File: config.mk
export PLATFORM = sky130hd
export DESIGN_NAME = wsfs_fifo
export DESIGN_NICKNAME = d
export VERILOG_FILES = /design/src/rtl/ws2812_frame_serializer_defines.svh /design/src/rtl/wsfs_fifo.sv
export SDC_FILE = /design/constraint.sdc
export NUM_CORES = 1
export LEC_CHECK = 0
export BUFFER_PORTS_ARGS = -buffer_cell sky130_fd_sc_hd__buf_2
export CAP_MARGIN = 15
export CORE_ASPECT_RATIO = 1.1
export CORE_MARGIN = 2
export CORE_UTILIZATION = 35
export DETAILED_ROUTE_END_ITERATION = 8
export GPL_ROUTABILITY_DRIVEN = 0
export HOLD_SLACK_MARGIN = 0.05
export PLACE_DENSITY = 0.59
export RECOVER_POWER = 100
export SLEW_MARGIN = 20
export SYNTH_ARGS = -nofsm -noshare
export SYNTH_HDL_FRONTEND = slang
export SYNTH_SLANG_ARGS = --single-unit
File: constraint.sdc
create_clock -name clk -period 1.8 [get_ports clk]
set_input_delay 0.09 -clock clk [delete_from_list [all_inputs] [get_ports clk]]
set_output_delay 0.09 -clock clk [all_outputs]
set_load 0.1 [all_outputs]
File: src/rtl/ws2812_frame_serializer_defines.svh
// Assertion macros shared by the serializer RTL.
// Depends on nothing; included by modules that carry concurrent checks.
`ifndef WS2812_FRAME_SERIALIZER_DEFINES_SVH
`define WS2812_FRAME_SERIALIZER_DEFINES_SVH

// Same-cycle implication, disabled while reset is asserted.
`define WSFS_ASSERT_HOLDS(label, clk, rst_n, ante, cons, msg) \
    label: assert property (@(posedge clk) disable iff (!rst_n) (ante) |-> (cons)) \
        else $error(msg);

// Next-cycle implication, disabled while reset is asserted.
`define WSFS_ASSERT_NEXT(label, clk, rst_n, ante, cons, msg) \
    label: assert property (@(posedge clk) disable iff (!rst_n) (ante) |=> (cons)) \
        else $error(msg);

`endif

File: src/rtl/wsfs_fifo.sv
// Small show-ahead queue built from flip-flops.
// Depends on nothing; used between front and back and on the result side.
module wsfs_fifo #(
    parameter int WIDTH = 8,
    parameter int DEPTH = 2
) (
    input  logic             clk,
    input  logic             rst_n,
    input  logic             push,
    input  logic [WIDTH-1:0] wdata,
    output logic             full,
    input  logic             pop,
    output logic [WIDTH-1:0] rdata,
    output logic             empty
);

    localparam int PTR_W = (DEPTH > 1) ? $clog2(DEPTH) : 1;
    localparam int CNT_W = $clog2(DEPTH + 1);

    logic [WIDTH-1:0] mem_reg [DEPTH];
    logic [PTR_W-1:0] wr_ptr_reg, wr_ptr_next;
    logic [PTR_W-1:0] rd_ptr_reg, rd_ptr_next;
    logic [CNT_W-1:0] count_reg, count_next;
    logic             do_push, do_pop;

    assign full    = (count_reg == CNT_W'(DEPTH));
    assign empty   = (count_reg == '0);
    assign do_push = push && !full;
    assign do_pop  = pop && !empty;
    assign rdata   = mem_reg[rd_ptr_reg];

    always_comb
    begin
        wr_ptr_next = wr_ptr_reg;
        rd_ptr_next = rd_ptr_reg;
        if (do_push)
        begin
            wr_ptr_next = (wr_ptr_reg == PTR_W'(DEPTH - 1)) ? '0 : wr_ptr_reg + PTR_W'(1);
        end
        if (do_pop)
        begin
            rd_ptr_next = (rd_ptr_reg == PTR_W'(DEPTH - 1)) ? '0 : rd_ptr_reg + PTR_W'(1);
        end
        unique case ({do_push, do_pop})
            2'b10:   count_next = count_reg + CNT_W'(1);
            2'b01:   count_next = count_reg - CNT_W'(1);
            default: count_next = count_reg;
        endcase
    end

    always_ff @(posedge clk or negedge rst_n)
    begin
        if (!rst_n)
        begin
            wr_ptr_reg <= '0;
            rd_ptr_reg <= '0;
            count_reg  <= '0;
        end
        else
        begin
            wr_ptr_reg <= wr_ptr_next;
            rd_ptr_reg <= rd_ptr_next;
            count_reg  <= count_next;
        end
    end

    always_ff @(posedge clk)
    begin
        if (do_push)
        begin
            mem_reg[wr_ptr_reg] <= wdata;
        end
    end

endmodule

# Yosys cells after proc, flatten, opt, wreduce, memory -nomap -nowiden
# Memories as Yosys holds them, arrays and structs flattened.
# Cells that the tools add are included.
word_totals:
  register_bits: 4
  latch_bits: 0
  ram_bits: 16
  rom_bits: 0
  out_inout_bits: 10
  word_cells: 22
  mem_count: 1
  input_bits: 12
mem_list:
  columns: ["name", "depth", "word_bits", "read_ports", "rd_clocked_by_memory_dff", "write_ports", "line_no", "rtl"]
  rows:
  - ["mem_reg", 2, 8, 1, 0, 1, "wsfs_fifo.sv:20", "logic [WIDTH-1:0] mem_reg [DEPTH];"]
classes:
  shift: 0
  bitwise_logic: 0
  div: 0
  magnitude_cmp: 0
  eq_ne: 3
  n_reduce_logical: 6
  n_mul: 0
  muxes: 5
  add_sub_neg: 4
op_table:
  columns: ["cell", "count"]
  rows:
  - ["$eq A2 B2 Y1 const B", 2]
  - ["$mux W1", 4]
  - ["$pmux W2 S2", 1]
  - ["$add A1 B1 Y1 const B", 2]
  - ["$add A2 B1 Y2 const B", 1]
  - ["$eq A2 B1 Y1 const B", 1]
  - ["$logic_and A1 B1 Y1", 2]
  - ["$logic_not A1 Y1", 2]
  - ["$logic_not A2 Y1", 1]
  - ["$reduce_bool A2 Y1", 1]
  - ["$sub A2 B1 Y2 const B", 1]

# Logic depth before layout (Yosys ltp)
# Gate-level depths: netlist (run 1).
depth:
  word_depth: 5
  ltp_mapped: 6
  depth_no_buf: 6

# Least setup slack after synthesis (run 1)
# Ideal clock, no wire load.
synth_path:
  kind: "register to register"
  start: "reg count_reg[0]"
  end: "reg count_reg[1]"
  stages_incl_launch_ff: 6
  t_required_ns: 1.721
  setup_ns: 0.079
  t_arrival_ns: 2.451
  path_slack_ns: -0.731
  period_less_slack_ns: 2.531
  path_buffers: 0
  path_cell_list: "dfrtp_1 > nor2_1 > nor2b_2 > ha_1 > nor2_1 > xor2_1"
synth_between:
  elab_chain_len: 5
  elab_cells_between_ends: 12
  classes_between: "add/sub (2); eq/ne (3); mux (1); reduce/logical (6)"
synth_rtl:
  columns: ["item", "line_no", "rtl"]
  rows:
  - ["from (decl)", "wsfs_fifo.sv:23", "logic [CNT_W-1:0] count_reg, count_next;"]
  - ["from (signal assigned)", "wsfs_fifo.sv:63", "count_reg <= count_next;"]
  - ["$logic_not A2 Y1 *", "wsfs_fifo.sv:27", "assign empty = (count_reg == '0);"]
  - ["via empty", "wsfs_fifo.sv:14", "output logic empty"]
  - ["$logic_not A1 Y1 *", "wsfs_fifo.sv:29", "assign do_pop = pop && !empty;"]
  - ["$logic_and A1 B1 Y1 *", "wsfs_fifo.sv:29", null]
  - ["via do_pop", "wsfs_fifo.sv:24", "logic do_push, do_pop;"]
  - ["$eq A2 B1 Y1 or $eq A2 B2 Y1 (tied branches)", "wsfs_fifo.sv:44", "unique case ({do_push, do_pop})"]
  - ["$pmux W2 S2 or $reduce_bool A2 Y1 (tied branches)", null, null]
# Mark *: on every way through the listed nets, which the timed path passes. The rest lies on a longest branch.
# A chain may end at the register's enable or synchronous reset.

# Worst setup path in the final report (run 1)
layout_path:
  start: "reg rd_ptr_reg"
  end: "out rdata[6]"
layout_between:
  elab_chain_len: 1
layout_rtl:
  columns: ["item", "line_no", "rtl"]
  rows:
  - ["from (decl)", "wsfs_fifo.sv:22", "logic [PTR_W-1:0] rd_ptr_reg, rd_ptr_next;"]
  - ["from (signal assigned)", "wsfs_fifo.sv:62", "rd_ptr_reg <= rd_ptr_next;"]
  - ["$mem_v2 Z2 W8", null, null]
  - ["to (decl)", "wsfs_fifo.sv:13", "output logic [WIDTH-1:0] rdata,"]
# Every way passes these cells.

==> results of run 1 <==
## routing by layer
metal | track usage [%] | part of all wire (%)
met1 | 12.04 | 42
met2 | 16.67 | 50
met3 | 3.107 | 6.9
met4 | 7.143 | 0.87
met5 | 0 | 0
## per-stage QoR
stage / cell area (um2) / utilization [%] / worst slack [ns]
6_report: 1021 / 50.00 / 0.1526
2_1_floorplan: 779.5 / - / 0.1028
5_1_grt: 1021 / 50.00 / 0.06994
3_3_place_gp: 922.1 / 45.16 / 0.4157
4_1_cts: 1039 / 50.86 / 0.1309
3_5_place_dp: 922.1 / 45.16 / 0.3829
## worst paths after layout
kind | from | end | slack, ns | cells past startpoint
setup / recovery | rd_ptr_reg | rdata[6] | 0.15 | 2
hold / removal | push | wr_ptr_reg | 0.12 | 3
setup reg to reg | count_reg[0] | mem_reg[0][6] | 0.31 | 4
hold reg to reg | wr_ptr_reg | wr_ptr_reg | 0.50 | 1
max in group asynchronous | rst_n | wr_ptr_reg | 1.44 | 2
min in group asynchronous | rst_n | count_reg[0] | 0.16 | 2
## final cells by class
type                            instances  area (um2)  area share [%]
Clock buffer                            4       26.28           2.574
Inverter                                1       3.754          0.3676
Multi-Input combinational cell         21       182.7           17.89
Sequential cell                        20       580.6           56.86
Tap cell                               28       35.03           3.431
Timing Repair Buffer                   31       192.7           18.87
## cells in the final DEF (no fill, tap or decap)
cell / count
edfxtp_1: 16
buf_2: 14
dlygate4sd3_1: 9
mux2_2: 8
clkbuf_1: 7
dfrtp_1: 4
nor2_1: 3
xnor2_1: 3
clkbuf_4: 3
xor2_1: 2
clkbuf_2: 2
nor2b_2: 1
nand2b_1: 1
inv_1: 1
nand2_1: 1
and3_1: 1
ha_1: 1
## what timing repair did
action | in CTS | in global routing
endpoints found under the setup margin | 0 | 0
hold buffers | 9 | 0
hold endpoints to repair | 20 | 0
## critical path: stages (launching register included)
cell     delay [ns]
dfrtp_1        0.60
mux2_2         0.38
buf_2          0.29
## cells by family (layout without fill, tap and decap cells)
logic type	Yosys count	after routing	synth area share (%)
multiplexers	8	8	11.67
buffers and inverters	2	36	1.133
AND/OR/NAND/NOR	7	7	4.701
adder cells (fa/ha/maj)	1	1	1.620
XOR/XNOR	5	5	5.674
flip-flops	20	20	75.20
==> impl_metrics.py, run 1 <==
metrics = {
    "routing": {
        "routed_wl_um": 1148,
        "drt_iter0_drc": 5,
        "drt_pass1_iterations": 4,
        "drc": 0,
        "wl_per_cell_um": 10.93,
        "vias": 454,
        "viasPerCell": 4.324,
        "ant_nets": 0,
    },
    "logic_synthesis": {
        "yosys-top-cells-count": "16 x edfxtp_1, 8 x mux2_2, 4 x dfrtp_1, 3 x nor2_1, 3 x xnor2_1",
        "yosysMostFrequentCell": "edfxtp_1",
        "ys.flop_type": "edfxtp_1",
        "yosysTopAreaCell": "edfxtp_1",
        "syn_nets": 56,
        "synth_seq_cells": 20,
        "yosysWarningCount": 0,
        "yosys.cell_types.count": 13,
        "yosysTopAreaCellShare_pct": 62.24,
        "synth_edf_count": 16,
        "syn_area_um2": 772.0,
        "synthCells": 43,
        "postSynth.asyncResetShare_pct": 20.00,
        "synth-seq-area-share_pct": 75.20,
        "synth_area_per_cell_um2": 17.95,
        "synth.area.top_cells": "edfxtp_1 62%, dfrtp_1 13%, mux2_2 12%",
    },
    "finish": {
        "stdcell_count": 105,
        "largest_register_ffs": 16,
        "nNetsFinal": 91,
        "num_antenna_cells": 0,
        "final.fill_count": 200,
        "area_growth_pct": 32.25,
        "drive_gt1_share_pct": 36.36,
    },
    "timing": {
        "slew_headroom_pct": 63.80,
        "skew_ns": 0.002048,
        "post-route-min-period_ns": 1.647,
        "fmax_mhz": 607.0,
        "worstMarginPinSlew_ns": 0.5454,
        "final_hold_viol_count": 0,
        "period_share_pct": 91.52,
        "rsz0062_at_grt": "false",
        "hold_ws_ns": 0.1192,
        "report.final.slew_viol_count": 0,
        "setup_violations": 0,
        "fin_tns_setup_ns": 0,
    },
    "global_routing": {
        "grt-ovfl-total": 0,
        "grt_pass1_wl_um": 1883,
        "antenna_found_initial": 0,
        "grt_usage_pct": 10.36,
        "grt_pass1_vias": 439,
        "grt_max_degree": 12,
    },
    "clock_network": {
        "root_buffer": "clkbuf_4",
        "numCtsBuffers": 3,
        "clock-sinks": 20,
        "clk_latency_ns": 0.29,
        "clk_path_buf_depth": 2,
        "clk_pin_slew_worst_paths_ns": 0.10,
        "postCtsSetupRepairBufs": 0,
        "cts-htree-levels": 1,
        "cts_resized": 0,
        "cts_tree": "done",
    },
    "floorplan": {
        "die_area_um2": 2598,
        "die_y_um": 53.26,
        "start_util_pct": 37.81,
        "core_area_um2": 2042,
        "die_w_um": 48.78,
        "rows": 17,
        "io_pins": 22,
    },
    "worst_setup_path": {
        "worst_setup_path_end_kind": "primary output",
        "crit_arrival_ns": 1.56,
        "crit_required_ns": 1.71,
        "start_kind": "flip-flop",
        "critPathKind": "reg -> out",
        "critPathMaxFanout": 9,
    },
    "placement": {
        "dpl.hpwl_um": 783.8,
        "portBuffers": 21,
        "placedCellCount": 92,
    },
    "outcome": {
        "outcome": "completed",
    },
    "worst_hold_path": {
        "min_path_type": "in -> reg",
    },
    "flow_run": {
        "max-cap-violations": 0,
    },
}
Power of run 1 is not shown: default switching activity piles up to over one toggle a cycle in this logic, so the estimate is an artifact.
==> inputs of run 2 (changes only) <==
--- a/config.mk
+++ b/config.mk
@@ -5,6 +5,7 @@
 export SDC_FILE = /design/constraint.sdc
 export NUM_CORES = 1
 export LEC_CHECK = 0
+export ABC_AREA = 1
 export BUFFER_PORTS_ARGS = -buffer_cell sky130_fd_sc_hd__buf_2
 export CAP_MARGIN = 15
 export CORE_ASPECT_RATIO = 1.1
==> constraint.sdc (replaced) <==
create_clock -name clk -period 2.03 [get_ports clk]
set_input_delay 0.1015 -clock clk [delete_from_list [all_inputs] [get_ports clk]]
set_output_delay 0.1015 -clock clk [all_outputs]
set_load 0.1 [all_outputs]
==> run 2 against run 1 <==
Net effect:
- flip-flop and latch count is the same
- via count grew 29%
- routed wire length grew 20%
- first-iteration DRC count increased by 120%
- register-to-register slack gained 0.19 ns
==> impl_metrics.py, run 2 <==
metrics = {
    "logic_synthesis": {
        "syn_nets": 87,
        "synth_area_per_cell_um2": 11.04,
        "synth-seq-area-share_pct": 71.06,
        "yosys.cell_types.count": 14,
        "ys.flop_type": "edfxtp_1",
        "synth_seq_cells": 20,
        "synth_edf_count": 16,
        "yosysTopAreaCellShare_pct": 58.81,
        "yosys-top-cells-count": "32 x nand2_1, 16 x edfxtp_1, 7 x inv_1, 4 x dfrtp_1",
        "synthCells": 74,
        "yosysWarningCount": 0,
        "yosysMostFrequentCell": "nand2_1",
        "syn_area_um2": 817.0,
        "postSynth.asyncResetShare_pct": 20.00,
        "synth.area.top_cells": "edfxtp_1 59%, nand2_1 15%, dfrtp_1 12%",
        "yosysTopAreaCell": "edfxtp_1",
    },
    "clock_network": {
        "numCtsBuffers": 3,
        "clk_pin_slew_worst_paths_ns": 0.10,
        "root_buffer": "clkbuf_4",
        "cts-htree-levels": 1,
        "postCtsSetupRepairBufs": 0,
        "clock-sinks": 20,
        "clk_latency_ns": 0.30,
        "clk_path_buf_depth": 2,
        "cts_resized": 0,
        "cts_tree": "done",
        "cts_hold_buf": 9,
    },
    "timing": {
        "fin_tns_setup_ns": 0,
        "slew_headroom_pct": 63.77,
        "worstMarginPinSlew_ns": 0.5457,
        "report.final.slew_viol_count": 0,
        "post-route-min-period_ns": 1.719,
        "period_share_pct": 84.68,
        "rsz0062_at_grt": "false",
        "final_hold_viol_count": 0,
        "setup_violations": 0,
        "fmax_mhz": 581.7,
        "skew_ns": 0.008635,
        "timing.final.ws_setup_ns": 0.3109,
    },
    "floorplan": {
        "start_util_pct": 36.64,
        "rows": 18,
        "core_area_um2": 2230,
        "io_pins": 22,
        "die_w_um": 50.07,
        "die_y_um": 54.68,
        "die_area_um2": 2737,
    },
    "global_routing": {
        "grt-ovfl-total": 0,
        "antenna_found_initial": 0,
        "grt_max_degree": 12,
        "grt_pass1_vias": 575,
        "grt_pass1_wl_um": 2325,
        "grt_usage_pct": 11.96,
    },
    "worst_setup_path": {
        "worst_setup_path_end_kind": "primary output",
        "r2r_cells": 4,
        "r2r-start": "count_reg[1]",
        "cp-startpoint": "rd_ptr_reg",
        "critPathKind": "reg -> out",
        "r2r_slack_ns": 0.50,
        "crit_arrival_ns": 1.62,
        "crit_required_ns": 1.93,
        "start_kind": "flip-flop",
        "rr_endpoint": "mem_reg[1][6]",
        "critPathMaxFanout": 10,
    },
    "finish": {
        "num_antenna_cells": 0,
        "largest_register_ffs": 16,
        "stdcell_count": 138,
        "nNetsFinal": 122,
        "final_cell_mix": "32 x nand2_1, 16 x edfxtp_1, 10 x clkbuf_2",
        "mostFrequentLayoutCell": "nand2_1",
        "post-route-util_pct": 47.53,
        "area_growth_pct": 29.71,
        "final.fill_count": 211,
        "drive_gt1_share_pct": 19.44,
    },
    "routing": {
        "routed_wl_um": 1373,
        "drc": 0,
        "viasPerCell": 4.246,
        "ant_nets": 0,
        "wl_per_cell_um": 9.949,
        "drt_iter0_drc": 11,
        "vias": 586,
        "drt_pass1_iterations": 4,
    },
    "worst_hold_path": {
        "whs_endpoint": "rd_ptr_reg",
        "min_path_type": "in -> reg",
        "holdPathStages": 3,
        "hp-start": "pop",
    },
    "placement": {
        "placedCellCount": 125,
        "portBuffers": 21,
        "post-place-ws_ns": 0.6385,
        "dpl.hpwl_um": 945.3,
    },
    "flow_run": {
        "max-cap-violations": 0,
    },
    "outcome": {
        "outcome": "completed",
    },
}
==> run 2: critical path: stages (launching register included) <==
cell	delay, ns
dfrtp_1	0.52
inv_2	0.21
nand2_1	0.07
nand2_1	0.07
clkbuf_2	0.45
==> run 2: per-layer routing <==
layer	global-route usage [%]	wire [um]	vias to the layer above
met3	1.639	41	2
met5	0	0	-
met1	12.81	627	264
li1	-	-	303
met4	8.333	23	0
met2	22.15	680	17
==> run 2: logic make-up (layout without fill, tap and decap cells) <==
family | count (synthesis) | after routing | share of synthesized area (%)
xor+xnor | 1 | 1 | 1.072
simple gates | 40 | 40 | 20.06
compound gates | 1 | 1 | 1.072
flops | 20 | 20 | 71.06
buf+inv | 11 | 45 | 5.207
fa+ha+maj | 1 | 1 | 1.531
==> run 2: worst max-delay path by stage <==
| stage | endpoint | cells after the start | slack [ns] |
|---|---|---|---|
| after floorplan | mem_reg[0][0] | 4 | 0.22 |
| after global routing | rdata[3] | 4 | 0.19 |
| after detailed placement | count_reg[1] | 9 | 0.64 |
| after global placement | rdata[4] | 4 | 0.65 |
| final | rdata[4] | 4 | 0.31 |
| after CTS | rdata[4] | 4 | 0.31 |
==> run 2: layout make-up <==
cell class	instances	area, um2	share of cell area [%]
sequential	20	580.6	54.78
timing repair buffer	31	190.2	17.95
multi-input combinational	43	187.7	17.71
clock buffer	4	26.28	2.479
inverter	10	37.54	3.542
tap	30	37.54	3.542
==> run 2: stage by stage <==
stage / instance area (um2) / hold WS (ns)
6_report: 1060 / 0.06541
5_1_grt: 1060 / 0.05930
4_1_cts: 1079 / 0.06187
3_5_place_dp: 962.2 / -0.08355
3_3_place_gp: 962.2 / -0.08151
2_1_floorplan: 817.0 / -0.1941
Power of run 2 is left out for the same reason.
