File: config.mk
export PLATFORM = sky130hd
export DESIGN_NAME = wsfs_front
export DESIGN_NICKNAME = d
export VERILOG_FILES = /design/src/rtl/ws2812_frame_serializer_defines.svh /design/src/rtl/wsfs_pkg.sv /design/src/rtl/wsfs_front.sv
export SDC_FILE = /design/constraint.sdc
export NUM_CORES = 1
export LEC_CHECK = 0
export BUFFER_PORTS_ARGS = -buffer_cell sky130_fd_sc_hd__buf_2
export CORE_UTILIZATION = 39
export DETAILED_ROUTE_END_ITERATION = 8
export PLACE_DENSITY = 0.76
export SYNTH_ARGS = -nofsm -noshare
export SYNTH_HDL_FRONTEND = slang
export SYNTH_SLANG_ARGS = --single-unit
File: constraint.sdc
create_clock -name clk -period 2.15 [get_ports clk]
set_input_delay 0.43 -clock clk [delete_from_list [all_inputs] [get_ports clk]]
set_output_delay 0.43 -clock clk [all_outputs]
set_load 0.01 [all_outputs]
File: src/rtl/ws2812_frame_serializer_defines.svh
// Assertion macros shared by the serializer RTL.
// Depends on nothing; included by modules that carry concurrent checks.
`ifndef WS2812_FRAME_SERIALIZER_DEFINES_SVH
`define WS2812_FRAME_SERIALIZER_DEFINES_SVH

// Same-cycle implication, disabled while reset is asserted.
`define WSFS_ASSERT_HOLDS(label, clk, rst_n, ante, cons, msg) \
    label: assert property (@(posedge clk) disable iff (!rst_n) (ante) |-> (cons)) \
        else $error(msg);

// Next-cycle implication, disabled while reset is asserted.
`define WSFS_ASSERT_NEXT(label, clk, rst_n, ante, cons, msg) \
    label: assert property (@(posedge clk) disable iff (!rst_n) (ante) |=> (cons)) \
        else $error(msg);

`endif

File: src/rtl/wsfs_pkg.sv
// Types, register codes and reset values for the LED frame serializer.
// Depends on nothing; used by the top level, the front end and the back end.
package wsfs_pkg;

    localparam int MAX_PIXELS_DEF = 256;
    localparam int QUEUE_DEPTH    = 2;
    localparam int ROW_DATA_W     = 24;
    localparam int REG_IDX_W      = 3;
    localparam int CFG_DATA_W     = 16;

    localparam logic [REG_IDX_W-1:0] REG_PIXEL_COUNT  = 3'd0;
    localparam logic [REG_IDX_W-1:0] REG_ONE_HIGH     = 3'd1;
    localparam logic [REG_IDX_W-1:0] REG_ZERO_HIGH    = 3'd2;
    localparam logic [REG_IDX_W-1:0] REG_BIT_PERIOD   = 3'd3;
    localparam logic [REG_IDX_W-1:0] REG_LATCH_GAP    = 3'd4;

    localparam logic [8:0]  RST_PIXEL_COUNT = 9'd256;
    localparam logic [7:0]  RST_ONE_HIGH    = 8'd13;
    localparam logic [7:0]  RST_ZERO_HIGH   = 8'd6;
    localparam logic [7:0]  RST_BIT_PERIOD  = 8'd20;
    localparam logic [15:0] RST_LATCH_GAP   = 16'd800;

    localparam logic [7:0] MIN_PERIOD = 8'd2;
    localparam logic [2:0] BIT_LAST   = 3'd7;
    localparam logic [1:0] LANE_FIRST = 2'd0;
    localparam logic [1:0] LANE_MID   = 2'd1;
    localparam logic [1:0] LANE_LAST  = 2'd2;

    typedef struct packed {
        logic       start_request;
        logic       we_ok;
        logic [7:0] pixel_index;
        logic [7:0] first_byte;
        logic [7:0] second_byte;
        logic [7:0] third_byte;
    } item_t;

    typedef struct packed {
        logic line_level;
        logic sending;
        logic frame_done;
    } result_t;

    typedef struct packed {
        logic [7:0]  one_high_ticks;
        logic [7:0]  zero_high_ticks;
        logic [7:0]  bit_period_ticks;
        logic [15:0] latch_gap_ticks;
    } cfg_t;

endpackage

File: src/rtl/wsfs_front.sv
// Front end: configuration registers, limit handling and item classification.
// Depends on wsfs_pkg; feeds the item queue and the serializer back end.
module wsfs_front #(
    parameter int MAX_PIXELS = wsfs_pkg::MAX_PIXELS_DEF
) (
    input  logic                                 clk,
    input  logic                                 rst_n,
    input  logic                                 cfg_valid,
    output logic                                 cfg_ready,
    input  logic [wsfs_pkg::REG_IDX_W-1:0]       cfg_index,
    input  logic [wsfs_pkg::CFG_DATA_W-1:0]      cfg_data,
    input  logic                                 push,
    output logic                                 full,
    input  logic                                 write_enable,
    input  logic [7:0]                           pixel_index,
    input  logic [7:0]                           first_byte,
    input  logic [7:0]                           second_byte,
    input  logic [7:0]                           third_byte,
    input  logic                                 start_request,
    input  logic                                 queue_full,
    input  logic                                 clearing,
    output logic                                 item_push,
    output wsfs_pkg::item_t                      item,
    output wsfs_pkg::cfg_t                       cfg,
    output logic [$clog2(MAX_PIXELS + 1)-1:0]    npix
);

    localparam int CNT_W = $clog2(MAX_PIXELS + 1);
    localparam int CMP_W = (CNT_W > 9) ? CNT_W : 9;

    logic [8:0]  pixel_count_reg;
    logic [7:0]  one_high_reg;
    logic [7:0]  zero_high_reg;
    logic [7:0]  bit_period_reg;
    logic [15:0] latch_gap_reg;
    logic        cfg_write;

    assign cfg_ready = 1'b1;
    assign cfg_write = cfg_valid && cfg_ready;

    always_ff @(posedge clk or negedge rst_n)
    begin
        if (!rst_n)
        begin
            pixel_count_reg <= wsfs_pkg::RST_PIXEL_COUNT;
            one_high_reg    <= wsfs_pkg::RST_ONE_HIGH;
            zero_high_reg   <= wsfs_pkg::RST_ZERO_HIGH;
            bit_period_reg  <= wsfs_pkg::RST_BIT_PERIOD;
            latch_gap_reg   <= wsfs_pkg::RST_LATCH_GAP;
        end
        else if (cfg_write)
        begin
            unique case (cfg_index)
                wsfs_pkg::REG_PIXEL_COUNT: pixel_count_reg <= cfg_data[8:0];
                wsfs_pkg::REG_ONE_HIGH:    one_high_reg    <= cfg_data[7:0];
                wsfs_pkg::REG_ZERO_HIGH:   zero_high_reg   <= cfg_data[7:0];
                wsfs_pkg::REG_BIT_PERIOD:  bit_period_reg  <= cfg_data[7:0];
                wsfs_pkg::REG_LATCH_GAP:   latch_gap_reg   <= cfg_data;
                default:                   ;
            endcase
        end
    end

    // clamp pixel count to 1..MAX_PIXELS and bit period to at least two
    always_comb
    begin
        if (pixel_count_reg == '0)
        begin
            npix = CNT_W'(1);
        end
        else if (CMP_W'(pixel_count_reg) > CMP_W'(MAX_PIXELS))
        begin
            npix = CNT_W'(MAX_PIXELS);
        end
        else
        begin
            npix = CNT_W'(pixel_count_reg);
        end
    end

    assign cfg.one_high_ticks   = one_high_reg;
    assign cfg.zero_high_ticks  = zero_high_reg;
    assign cfg.bit_period_ticks = (bit_period_reg < wsfs_pkg::MIN_PERIOD) ?
                                  wsfs_pkg::MIN_PERIOD : bit_period_reg;
    assign cfg.latch_gap_ticks  = latch_gap_reg;

    assign full      = queue_full || clearing;
    assign item_push = push && !full;

    // drop writes beyond the chain length
    assign item.we_ok         = write_enable && (CMP_W'(pixel_index) < CMP_W'(npix));
    assign item.start_request = start_request;
    assign item.pixel_index   = pixel_index;
    assign item.first_byte    = first_byte;
    assign item.second_byte   = second_byte;
    assign item.third_byte    = third_byte;

endmodule

# After elaboration in Yosys (flattened, before gate mapping)
# Cells that the tools add are included.
word_totals:
  reg_bits: 49
  inputBits: 59
  out_inout_bits: 86
  wordCells: 26
op_classes:
  magnitude_cmp: 3
  eq_ne: 4
  n_mux: 3
  reduce_logical: 11
op_table:
  columns: ["op", "n"]
  rows:
  - ["two-way mux 9 bit", 2]
  - ["AND reduction 2 bit", 5]
  - ["greater-than comparator 9 bit, second input constant", 1]
  - ["zero test 9 bit", 1]
  - ["< comparator 8 x 9 -> 1 bit", 1]
  - ["< comparator 8 x 2 -> 1 bit, second input constant", 1]
  - ["two-way mux 8 bit", 1]
  - ["equality test 3 x 2 -> 1 bit, second input constant", 2]
  - ["equality test 3 x 1 -> 1 bit, second input constant", 1]
  - ["equality test 3 bit, second input constant", 1]
  - ["zero test 3 bit", 1]
  - ["logical AND 1 bit", 2]
  - ["zero test 1 bit", 1]
  - ["logical OR 1 bit", 1]

# Depth between registers and ports, before layout
# Gate-level depths: netlist (run 1).
depth:
  depth_word: 5
  mapped_depth: 7
  depth_no_buf: 6

# Worst setup path after synthesis (run 1)
# No wires, ideal clock.
synth_path:
  kind: "register -> output"
  start: "register pixel_count_reg[8]"
  end: "output port item[32] (netlist name)"
  arrival_time_ns: 1.726
  required_time_ns: 1.720
  setup_slack_ns: -0.006
  stages_incl_launch_ff: 8
  path_buffers: 1
  path_cell_list: "dfstp_2 -> clkbuf_1 -> nand2b_1 -> ha_1 -> a21o_1 -> a21oi_1 -> o21ai_0 -> a211oi_2"
synth_lines:
  columns: ["element", "line_no", "text"]
  rows:
  - ["start: declaration", "wsfs_front.sv:31", "logic [8:0] pixel_count_reg;"]
  - ["start signal: assignment", "wsfs_front.sv:45", "pixel_count_reg <= wsfs_pkg::RST_PIXEL_COUNT;"]
  - ["start signal: assignment", "wsfs_front.sv:54", "wsfs_pkg::REG_PIXEL_COUNT: pixel_count_reg <= cfg_data[8:0];"]
  - ["end: declaration", "wsfs_front.sv:23", "output wsfs_pkg::item_t item,"]

==> results.md, run 1 <==
* CTS tree: done
* Pre-CTS WS at 0.0832 ns
* Fmax achieved at 432 MHz
* Die area at 0.00664 mm²
* Reg clk slew, reported paths at 0.08 ns
* WS Path Type: reg -> out
* Adder-cell share of the synthesized area at 3.56%
* Worst-Skew Late Latency at 0.29 ns
* Failing checks: negative setup slack
* Final setup TNS at -0.166 ns
* Largest family of logic cells by synthesized area: multiplexers
* Yosys top cell area share at 38.6%
* Port Buffer Count at 93
* Fill cell count at 567
* First-pass GRT wire length at 7970 µm
* CP arrival at 1.89 ns
* Layout net count at 325
* Core ar. at 0.00599 mm²
* Final core occ at 49.6%
* WL/cell at 15.8 µm
* Crit path capture type: primary output
* H-tree Lvls at 2
* Number of synthesized register bits at 49
* Final min period at 2.32 ns
* Antenna-violating nets left at 0
* Antenna violations before repair at 0
* Max cap viols at 0
* Die X at 81.5 µm
* N_diodes at 0
* CP Data Required Time at 1.72 ns
* Die Span Y at 81.5 µm
* Root buf cell: clkbuf_8
* Area leader, netlist: dfrtp_1
* Synth unique cells at 31
* RD Place Congestion at 0.728
* Skew final at 0 ns
* Final HPWL DP at 4220 µm
* Final Setup Violations at 1
* Synth area leaders: dfrtp_1 (39%), mux2_2 (22%), dfstp_2 (12%)
* XOR/XNOR Fraction of Synth Area at 0%
* Status: finished with violations
* Post-synthesis cell count at 197
* Syn Nets at 263
* Number of global-route vias before repair at 1,616
* Mux cell area share after synthesis at 22.4%
* CTS Buf Count at 5
* Period Utilization, post-route at 108%
* Sequential share of the synthesized area at 50.4%
* Crit start category: register
* TritonRoute pass-1 iters at 3
* Largest net degree at the start of global routing at 20
* Vias per std cell at 4.79
* LEAKAGE at 1.45 nW
* Row cnt at 28
* Ports at 145
* Worst-path fanout max at 2
* Max Transition Viols Final at 0
* Final WS setup at -0.166 ns
* DRC Markers at 0
* Initial Util at 41.1%
* Area growth syn-to-layout at 20.8%
* PD cells at 939 mW/mm²
* RSZ-0062 raised after global routing: yes
* Sink Count at 49
* Final Hold Violating Endpoints at 0
* Mapped Avg Cell Area at 12.5 µm²
* 1st-iter DRT viols at 24
* VDD IR max at 0.625 mV
* Vias after detailed routing at 1,606
* Overflow after GRT at 0
* Routed wire length at 5280 µm
* Cell area after synthesis at 0.00246 mm²
* Post-Synth Simple-Gate Area at 7.47%
* Post-synthesis compound-gate area fraction at 2.44%
* Number of flip-flops in the largest register at 16
* Share of cells above drive strength 1 at 70.0%
* Max Root-Sink Buffers at 2
* Overall Global Routing Usage at 16.4%
* Hold Crit Class: in -> async
* Synth warnings at 0
## what timing repair did
item                       4_1_cts  5_1_grt
buffers inserted                 2        0
resized for setup                3       10
pin swaps                        3        6
setup endpoints to repair        1        1
hold buffers                     0        0
## layer usage
layer	up-vias	routed length, µm	global-route usage (%)	share of wire [%]
met4	0	125	6.61	2.4
met3	13	392	3.78	7.4
met2	70	2800	29.6	53
li1	748	-	-	-
met1	775	1970	18.5	37
met5	-	0	0	0
## cells by family after synthesis
kind of cell,after synthesis
buffers and inverters,53
muxes,49
DFF,49
and+or+nand+nor,29
AOI/OAI and AO/OA,9
adders and majority gates,7
other,1
## layout make-up
cell class	instances	area [µm²]	area share (%)
flip-flops and latches	49	1240	41.7
multi-input cells	95	968	32.6
repair buffers	100	526	17.7
well taps	75	93.8	3.16
clock buffers	7	86.3	2.90
clock inverters	1	30.0	1.01
inverters	8	30.0	1.01
## stage by stage
| step | cell area (µm²) | std cells | power, mW | hold slack [ns] |
|---|---|---|---|---|
| 2_1_floorplan | 2460 | 197 | 1.79 | 0.134 |
| 3_3_place_gp | 2750 | 325 | 2.05 | 0.385 |
| 3_5_place_dp | 2750 | 325 | 2.08 | 0.382 |
| 4_1_cts | 2900 | 335 | 2.78 | 0.0530 |
| 5_1_grt | 2970 | 335 | 2.96 | 0.0824 |
| 6_report | 2970 | 335 | 2.79 | 0.0494 |
## cells in the mapped netlist (all sizes together)
master,instances
nor2b,1
nand2b,7
inv,8
or3,1
mux2,49
nand2,3
and3b,1
dfrtp,38
a211oi,1
buf,37
nand4,1
nor4,2
conb,1
or2,1
clkbuf,8
or2b,1
a21oi,4
dfstp,11
nand4b,1
o21ai,1
nand3,2
a21o,2
nor3b,1
nor3,2
o21a,1
ha,7
nor2,5
## report_power, final
part	switching, mW	internal [mW]	leakage, nW
Sequential	0.121	1.16	0.572
Combinational	0.404	0.450	0.825
Clock	0.284	0.379	0.0585
## path summary, 6_finish.rpt
| path | from | to | slack [ns] | cells past startpoint |
|---|---|---|---|---|
| worst max-delay path | pixel_count_reg[8]$_DFFE_PN1P_ | item[32] | -0.17 | 7 |
| max in group asynchronous | rst_n | bit_period_reg[2]$_DFFE_PN1P_ | 1.48 | 2 |
| min in group clk | cfg_data[10] | latch_gap_reg[10]$_DFFE_PN0P_ | 0.36 | 2 |
| worst min register to register | zero_high_reg[5]$_DFFE_PN0P_ | zero_high_reg[5]$_DFFE_PN0P_ | 0.51 | 1 |
| worst max register to register | pixel_count_reg[8]$_DFFE_PN1P_ | pixel_count_reg[8]$_DFFE_PN1P_ | 1.30 | 2 |
| worst min-delay path | rst_n | one_high_reg[7]$_DFFE_PN0P_ | 0.05 | 1 |
## cells in the final DEF (no fill, tap or decap), types with 4 or more instances in the layout
cell type   n
buf_2      93
mux2_2     49
dfrtp_1    38
dfstp_2    11
inv_1       8
clkbuf_8    6
nand2b_1    5
buf_4       5
nor2_1      4
ha_4        4
## worst max-delay path: stages, from the launching register on
cell      delay (ns)
dfstp_2         0.54
nand2b_4        0.13
ha_4            0.20
a21o_1          0.18
a21oi_2         0.11
o21ai_1         0.09
a211oi_2        0.18
buf_2           0.15
Power figures use the tool's default switching activity.
==> run 2: changes to the inputs <==
RECOVER_POWER = 50   (was unset)
==> run 2 against run 1 <==
Compared with the run above:
- critical path depth unchanged
- count of clock-buffer cells in the layout stayed put
- clock power is essentially flat
- sequential power barely moved
- the run still ends with negative setup slack left
- critical endpoint unchanged
- die area stayed put
- clock skew unchanged
- largest power group unchanged
==> results.md, run 2 (same netlist as run 1, synthesis figures left out) <==
* Die Span Y at 81.5 µm (unchanged)
* WP buf/inv at 1 (unchanged)
* # hold bufs at CTS at 0 (unchanged)
* Crit start category: register (unchanged)
* Overall Global Routing Usage at 16.4% (unchanged)
* Worst r2r src: pixel_count_reg[8]$_DFFE_PN1P_ (unchanged)
* RSZ-0062 raised after global routing: yes (unchanged)
* WS Path Type: reg -> out (unchanged)
* Core ar. at 0.00599 mm² (unchanged)
* Critical-path cell list: nand2b_4 -> ha_4 -> a21o_1 -> a21oi_2 -> o21ai_1 -> a211oi_2 -> buf_2 (unchanged)
* Status: finished with violations (unchanged)
* Antenna violations before repair at 0 (unchanged)
* Initial Util at 41.1% (unchanged)
* Slew HR at 34.6%
* Vias per std cell at 4.80 (was 4.79)
* Die area at 0.00664 mm² (unchanged)
* Routed wire length at 5300 µm (was 5280 µm)
* Layout net count at 325 (unchanged)
* Max cap viols at 0 (unchanged)
* Root buf cell: clkbuf_8 (unchanged)
* Most frequent cells in the layout: buf_2 (83), mux2_2 (49), dfrtp_1 (38) (was buf_2 (93), mux2_2 (49), dfrtp_1 (38))
* Hold slack at 0.255 ns (was 0.0494 ns)
* Final min period at 2.31 ns (was 2.32 ns)
* WP depth at 7 (unchanged)
* CP Data Required Time at 1.72 ns (about the same)
* Largest net degree at the start of global routing at 20 (unchanged)
* Number of flip-flops in the largest register at 16 (unchanged)
* Hold Crit Class: in -> async (unchanged)
* Max Transition Viols Final at 0 (unchanged)
* Final HPWL DP at 4220 µm (unchanged)
* Final WS setup at -0.163 ns (was -0.166 ns)
* CTS Buf Count at 5 (unchanged)
* Port Buffer Count at 93 (unchanged)
* VDD IR max at 0.622 mV (was 0.625 mV)
* First-pass GRT wire length at 7970 µm (unchanged)
* Worst-Skew Late Latency at 0.29 ns (about the same)
* Fmax achieved at 432 MHz (about the same)
* Row cnt at 28 (unchanged)
* Most common cell after layout, fill and taps aside: buf_2 (unchanged)
* Final setup TNS at -0.163 ns (was -0.166 ns)
* Final Hold Violating Endpoints at 0 (unchanged)
* PD cells at 949 mW/mm² (was 939 mW/mm²)
* Worst-path fanout max at 2 (unchanged)
* Delay-heaviest family, CP: compound AO/OA/AOI/OAI gates (unchanged)
* CP arrival at 1.88 ns (was 1.89 ns)
* Share of cells above drive strength 1 at 64.6% (was 70.0%)
* TritonRoute pass-1 iters at 3 (unchanged)
* Final core occ at 49.1% (was 49.6%)
* DRC Markers at 0 (unchanged)
* Crit path capture type: primary output (unchanged)
* Sink Count at 49 (unchanged)
* Die X at 81.5 µm (unchanged)
* Final Setup Violations at 1 (unchanged)
* R2R cell count at 2 (unchanged)
* 1st-iter DRT viols at 21 (was 24)
* CP max stage delay at 0.54 ns (about the same)
* CTS tree: done (unchanged)
* Least-Margin Pin Slew at 0.981 ns
* H-tree Lvls at 2 (unchanged)
* Period Utilization, post-route at 108% (about the same)
* Area growth syn-to-layout at 19.4% (was 20.8%)
* Total power at 2.79 mW (about the same)
* Max Root-Sink Buffers at 2 (unchanged)
* Overflow after GRT at 0 (unchanged)
* RD Place Congestion at 0.728 (unchanged)
* LEAKAGE at 1.41 nW (was 1.45 nW)
* CP startpoint: pixel_count_reg[8]$_DFFE_PN1P_ (unchanged)
* Antenna-violating nets left at 0 (unchanged)
* Reg clk slew, reported paths at 0.08 ns (about the same)
* WL/cell at 15.8 µm (about the same)
* N_diodes at 0 (unchanged)
* Number of global-route vias before repair at 1,616 (unchanged)
* Skew final at 0 ns (unchanged)
* CP max-delay cell: dfstp_2 (unchanged)
* Ports at 145 (unchanged)
* Failing checks: negative setup slack (unchanged)
* Vias after detailed routing at 1,607 (was 1,606)
[run 2: cell types whose count changed in the layout (fill, tap and decap cells not counted), sizes merged]
cell and delta:
clkbuf +13, buf -13
[run 2: final cells by class]
cell class                 instances  area, µm²
clock buffer                       7       86.3
clock inverter                     1       30.0
fill                             569       3050
inverter                           8       30.0
multi-input combinational         95        957
sequential                        49       1240
tap                               75       93.8
timing repair buffer             100        502
[run 2: routing by layer]
layer / GRT usage, % / part of all wire [%] / up-vias / wire length [µm]
li1: - / - / 749 / -
met1: 18.5 / 37 / 775 / 1980
met2: 29.6 / 53 / 70 / 2790
met3: 3.78 / 7.5 / 13 / 398
met4: 6.61 / 2.4 / 0 / 125
met5: 0 / 0 / - / 0
[run 2: path summary, 6_finish.rpt]
check,endpoint,slack [ns]
max in group asynchronous,zero_high_reg[4]$_DFFE_PN0P_,0.66
hold / removal,one_high_reg[7]$_DFFE_PN0P_,0.25
min in group clk,latch_gap_reg[10]$_DFFE_PN0P_,0.36
setup reg to reg,pixel_count_reg[8]$_DFFE_PN1P_,1.30
setup / recovery,item[32],-0.16
hold reg to reg,zero_high_reg[5]$_DFFE_PN0P_,0.51
[run 2: metrics by stage]
step                cell area (µm²)  setup slack [ns]  instances
floorplan                      2460            0.0672        197
global placement               2750             0.130        325
detailed placement             2750            0.0832        325
CTS                            2900            -0.233        335
global route                   2940            -0.243        335
finish                         2940            -0.163        335
[run 2: repair_timing]
item | CTS | global route
endpoints found under the setup margin | 1 | 1
buffers inserted | 2 | 0
resized for setup | 3 | 10
pin swaps | 3 | 6
endpoints found under the hold margin | 0 | 0
[run 2: power by group]
part,internal (mW),switching [mW],total (mW)
combinational,0.445,0.402,0.847
clock,0.379,0.284,0.663
sequential,1.16,0.121,1.28
==> run 3: changes to the inputs <==
--- a/config.mk
+++ b/config.mk
@@ -6,4 +6,5 @@
 export NUM_CORES = 1
 export LEC_CHECK = 0
+export ABC_AREA = 1
 export BUFFER_PORTS_ARGS = -buffer_cell sky130_fd_sc_hd__buf_2
 export CORE_UTILIZATION = 39
==> constraint.sdc (replaced) <==
create_clock -name clk -period 2.15 [get_ports clk]
set_input_delay 0.1075 -clock clk [delete_from_list [all_inputs] [get_ports clk]]
set_output_delay 0.1075 -clock clk [all_outputs]
set_load 0.01 [all_outputs]
==> run 3 against run 2 <==
Compared with the run above:
- the flow now finishes without violations
- register-to-register slack got worse by 0.05 ns
- fmax grew 10%
- clock power is 12% lower
- global-route usage increased by 1.5 points
- flip-flop and latch count unchanged
- via count increased by 23%
- core utilization is 0.16 points lower
- combinational power is 4.3% lower
==> results.md, run 3 <==
* Share of cells above drive strength 1 at 39.9% (was 64.6%)
* Crit start category: register (unchanged)
* Syn Nets at 338 (was 263)
* TritonRoute pass-1 iters at 4 (was 3)
* Area leader, netlist: dfrtp_1 (unchanged)
* WS Path Type: reg -> out (unchanged)
* Synth warnings at 0 (unchanged)
* WP buf/inv at 2 (was 1)
* Most Frequent Cell on Critical Path: nor2_1
* Worst-path fanout max at 3 (was 2)
* Die Span Y at 81.5 µm (about the same)
* Number of flip-flops in the largest register at 16 (unchanged)
* Reg clk slew, reported paths at 0.09 ns (was 0.08 ns)
* CP startpoint: pixel_count_reg[7]$_DFFE_PN0P_ (was pixel_count_reg[8]$_DFFE_PN1P_)
* CP arrival at 1.99 ns (was 1.88 ns)
* Hold Path End: pixel_count_reg[8]$_DFFE_PN1P_
* Most frequent cells in the layout: buf_2 (80), nand2_1 (58), dfrtp_1 (38) (was buf_2 (83), mux2_2 (49), dfrtp_1 (38))
* First-pass GRT wire length at 8690 µm (was 7970 µm)
* Hold Path Origin: cfg_data[8]
* Crit path capture type: primary output (unchanged)
* Antenna violations before repair at 0 (unchanged)
* R2R Setup Slk at 1.25 ns (was 1.30 ns)
* Vias per std cell at 4.69 (was 4.80)
* Synth unique cells at 24 (was 31)
* WL/cell at 13.4 µm (was 15.8 µm)
* Initial Util at 40.9% (was 41.1%)
* Final Hold Violating Endpoints at 0 (unchanged)
* Most common cell after layout, fill and taps aside: buf_2 (unchanged)
* Layout net count at 411 (was 325)
* Overall Global Routing Usage at 17.8% (was 16.4%)
* Core ar. at 0.00603 mm² (was 0.00599 mm²)
* CTS Buf Count at 5 (unchanged)
* Mapped Avg Cell Area at 9.07 µm² (was 12.5 µm²)
* Antenna-violating nets left at 0 (unchanged)
* Worst Hold Depth at 3
* Synth area leaders: dfrtp_1 (39%), dfstp_2 (12%), buf_4 (10%) (was dfrtp_1 (39%), mux2_2 (22%), dfstp_2 (12%))
* Sink Count at 49 (unchanged)
* Max cap viols at 0 (unchanged)
* CP Data Required Time at 2.04 ns (was 1.72 ns)
* CTS tree: done (unchanged)
* Post-synthesis cell count at 272 (was 197)
* Number of synthesized flops with an enable pin at 0 (unchanged)
* Reg area at 0.00124 mm² (unchanged)
* Delay-heaviest family, CP: simple AND/OR/NAND/NOR gates (was compound AO/OA/AOI/OAI gates)
* RD Place Congestion at 0.753 (was 0.728)
* Number of synthesized register bits at 49 (unchanged)
* GR Layer Usage met3 at 4.89% (was 3.78%)
* Total power at 2.62 mW (was 2.79 mW)
* Met1 usage at 21.1% (was 18.5%)
* Reg-to-reg endpoint: pixel_count_reg[3]$_DFFE_PN0P_ (was pixel_count_reg[8]$_DFFE_PN1P_)
* Sequential share of the synthesized area at 50.3% (was 50.4%)
* Yosys top cell area share at 38.5% (was 38.6%)
* Largest net degree at the start of global routing at 31 (was 20)
* Worst r2r src: pixel_count_reg[3]$_DFFE_PN0P_ (was pixel_count_reg[8]$_DFFE_PN1P_)
* H-tree Lvls at 2 (unchanged)
* Final min period at 2.10 ns (was 2.31 ns)
* Main flop type after synthesis: dfrtp_1 (unchanged)
* PD cells at 891 mW/mm² (was 949 mW/mm²)
* Max Transition Viols Final at 0 (unchanged)
* Hold Crit Class: in -> reg (was in -> async)
* Fmax achieved at 477 MHz (was 432 MHz)
* Skew final at 0 ns (unchanged)
* Final WS setup at 0.0536 ns (was -0.163 ns)
* CP max stage delay at 0.39 ns (was 0.54 ns)
* R2R cell count at 4 (was 2)
* GRT busiest layer: met2 (unchanged)
* Final Setup Violations at 0 (was 1)
* Worst-Skew Late Latency at 0.29 ns (about the same)
* Count leader, synth: nand2_1 (was mux2_2)
* Die X at 81.5 µm (about the same)
* Least-Margin Pin Slew at 1.10 ns (was 0.981 ns)
* Slew HR at 27.0% (was 34.6%)
* Most frequent cells after synthesis: nand2_1 (61), dfrtp_1 (38), buf_4 (34), inv_1 (27), o21ai_0 (27) (was mux2_2 (49), dfrtp_1 (38), buf_4 (36), dfstp_2 (11))
* Number of global-route vias before repair at 1,875 (was 1,616)
* GR Util met2 at 30.6% (was 29.6%)
* Root buf cell: clkbuf_8 (unchanged)
* 1st-iter DRT viols at 83 (was 21)
* Final HPWL DP at 3990 µm (was 4220 µm)
* Vias after detailed routing at 1,973 (was 1,607)
* Row cnt at 28 (unchanged)
* Routed wire length at 5620 µm (was 5300 µm)
* Cell area after synthesis at 0.00247 mm² (was 0.00246 mm²)
* DRC Markers at 0 (unchanged)
* Area occupied by multi-input gates at 808 µm² (was 957 µm²)
* Die area at 0.00665 mm² (was 0.00664 mm²)
* Pre-CTS WS at 0.256 ns (was 0.0832 ns)
* Status: finished, final reports clean (was finished with violations)
* CP max-delay cell: dfrtp_1 (was dfstp_2)
* LEAKAGE at 1.62 nW (was 1.41 nW)
* Max Root-Sink Buffers at 2 (unchanged)
* Ys async rst share at 100% (unchanged)
* N_diodes at 0 (unchanged)
* Port Buffer Count at 93 (unchanged)
* Fill cell count at 609 (was 569)
* Period Utilization, post-route at 97.5% (was 108%)
* RSZ-0062 raised after global routing: yes (unchanged)
* Area growth syn-to-layout at 19.4% (about the same)
* VDD IR max at 0.443 mV (was 0.622 mV)
* Critical-path cell list: nor2_1 -> nand2_1 -> nor2_1 -> nor2_1 -> inv_2 -> nand2_2 -> ha_4 -> a21oi_2 -> o21ai_1 -> nor2_1 -> nand2_1 -> a21oi_1 -> buf_2 (was nand2b_4 -> ha_4 -> a21o_1 -> a21oi_2 -> o21ai_1 -> a211oi_2 -> buf_2)
* Ports at 145 (unchanged)
* Overflow after GRT at 0 (unchanged)
[run 3: kinds of logic (layout without fill, tap and decap cells)]
group                    count (synthesis)  in the layout  synth area share [%]
AND/OR/NAND/NOR                         86             86                  15.4
multiplexers                             7              7                  3.50
other                                    1              1                 0.152
adder cells (fa/ha/maj)                  7              7                  3.55
flip-flops                              49             49                  50.3
buffers and inverters                   74            148                  17.4
AO/OA/AOI/OAI                           48             48                  9.74
[run 3: how the worst max path moves through the flow]
stage,end,slack [ns],depth (start not counted)
after floorplan,item[32],0.44,12
after global placement,item[32],0.33,13
after global routing,item[32],-0.1,13
final,item[32],0.05,13
after CTS,item[32],-0.04,13
after detailed placement,item[32],0.26,13
[run 3: timing repair]
item | CTS | global route
resized for setup | 3 | 10
endpoints found under the hold margin | 14 | 0
cloned | 0 | 0
hold buffers | 1 | 0
setup buffers | 16 | 3
setup endpoints to repair | 1 | 1
pin swaps | 2 | 6
[run 3: worst register-to-register path, cell delays in order, from the launching register on]
cell,delay (ns)
dfrtp_1,0.39
buf_4,0.13
buf_4,0.13
nand2_1,0.05
o21ai_0,0.08
[run 3: final cells by class]
class | count | share of cell area, %
clock buffers | 7 | 3.27
repair buffers | 113 | 20.4
well taps | 75 | 3.18
inverters | 27 | 3.44
flip-flops and latches | 49 | 42.1
clock inverters | 1 | 0.170
multi-input cells | 149 | 27.4
[run 3: per-stage QoR]
stage | utilization (%) | hold slack (ns) | instances | area, µm² | TNS [ns]
after floorplan | - | -0.188 | 272 | 2470 | 0
after global placement | 44.9 | 0.0652 | 394 | 2710 | 0
after detailed placement | 44.9 | 0.0791 | 394 | 2710 | 0
after CTS | 48.9 | 0.0192 | 419 | 2950 | -0.0359
after global routing | 48.9 | 0.0266 | 421 | 2950 | -0.0993
final | 48.9 | 0.0283 | 421 | 2950 | 0
[run 3: power breakdown]
part	switching [mW]	internal [mW]
Sequential	0.102	1.13
Clock	0.295	0.291
Combinational	0.429	0.382
[run 3: layer usage]
layer / vias to the layer above / wire length (µm)
met3: 21 / 325
met4: 0 / 117
li1: 960 / -
met2: 76 / 2750
met5: - / 0
met1: 916 / 2420
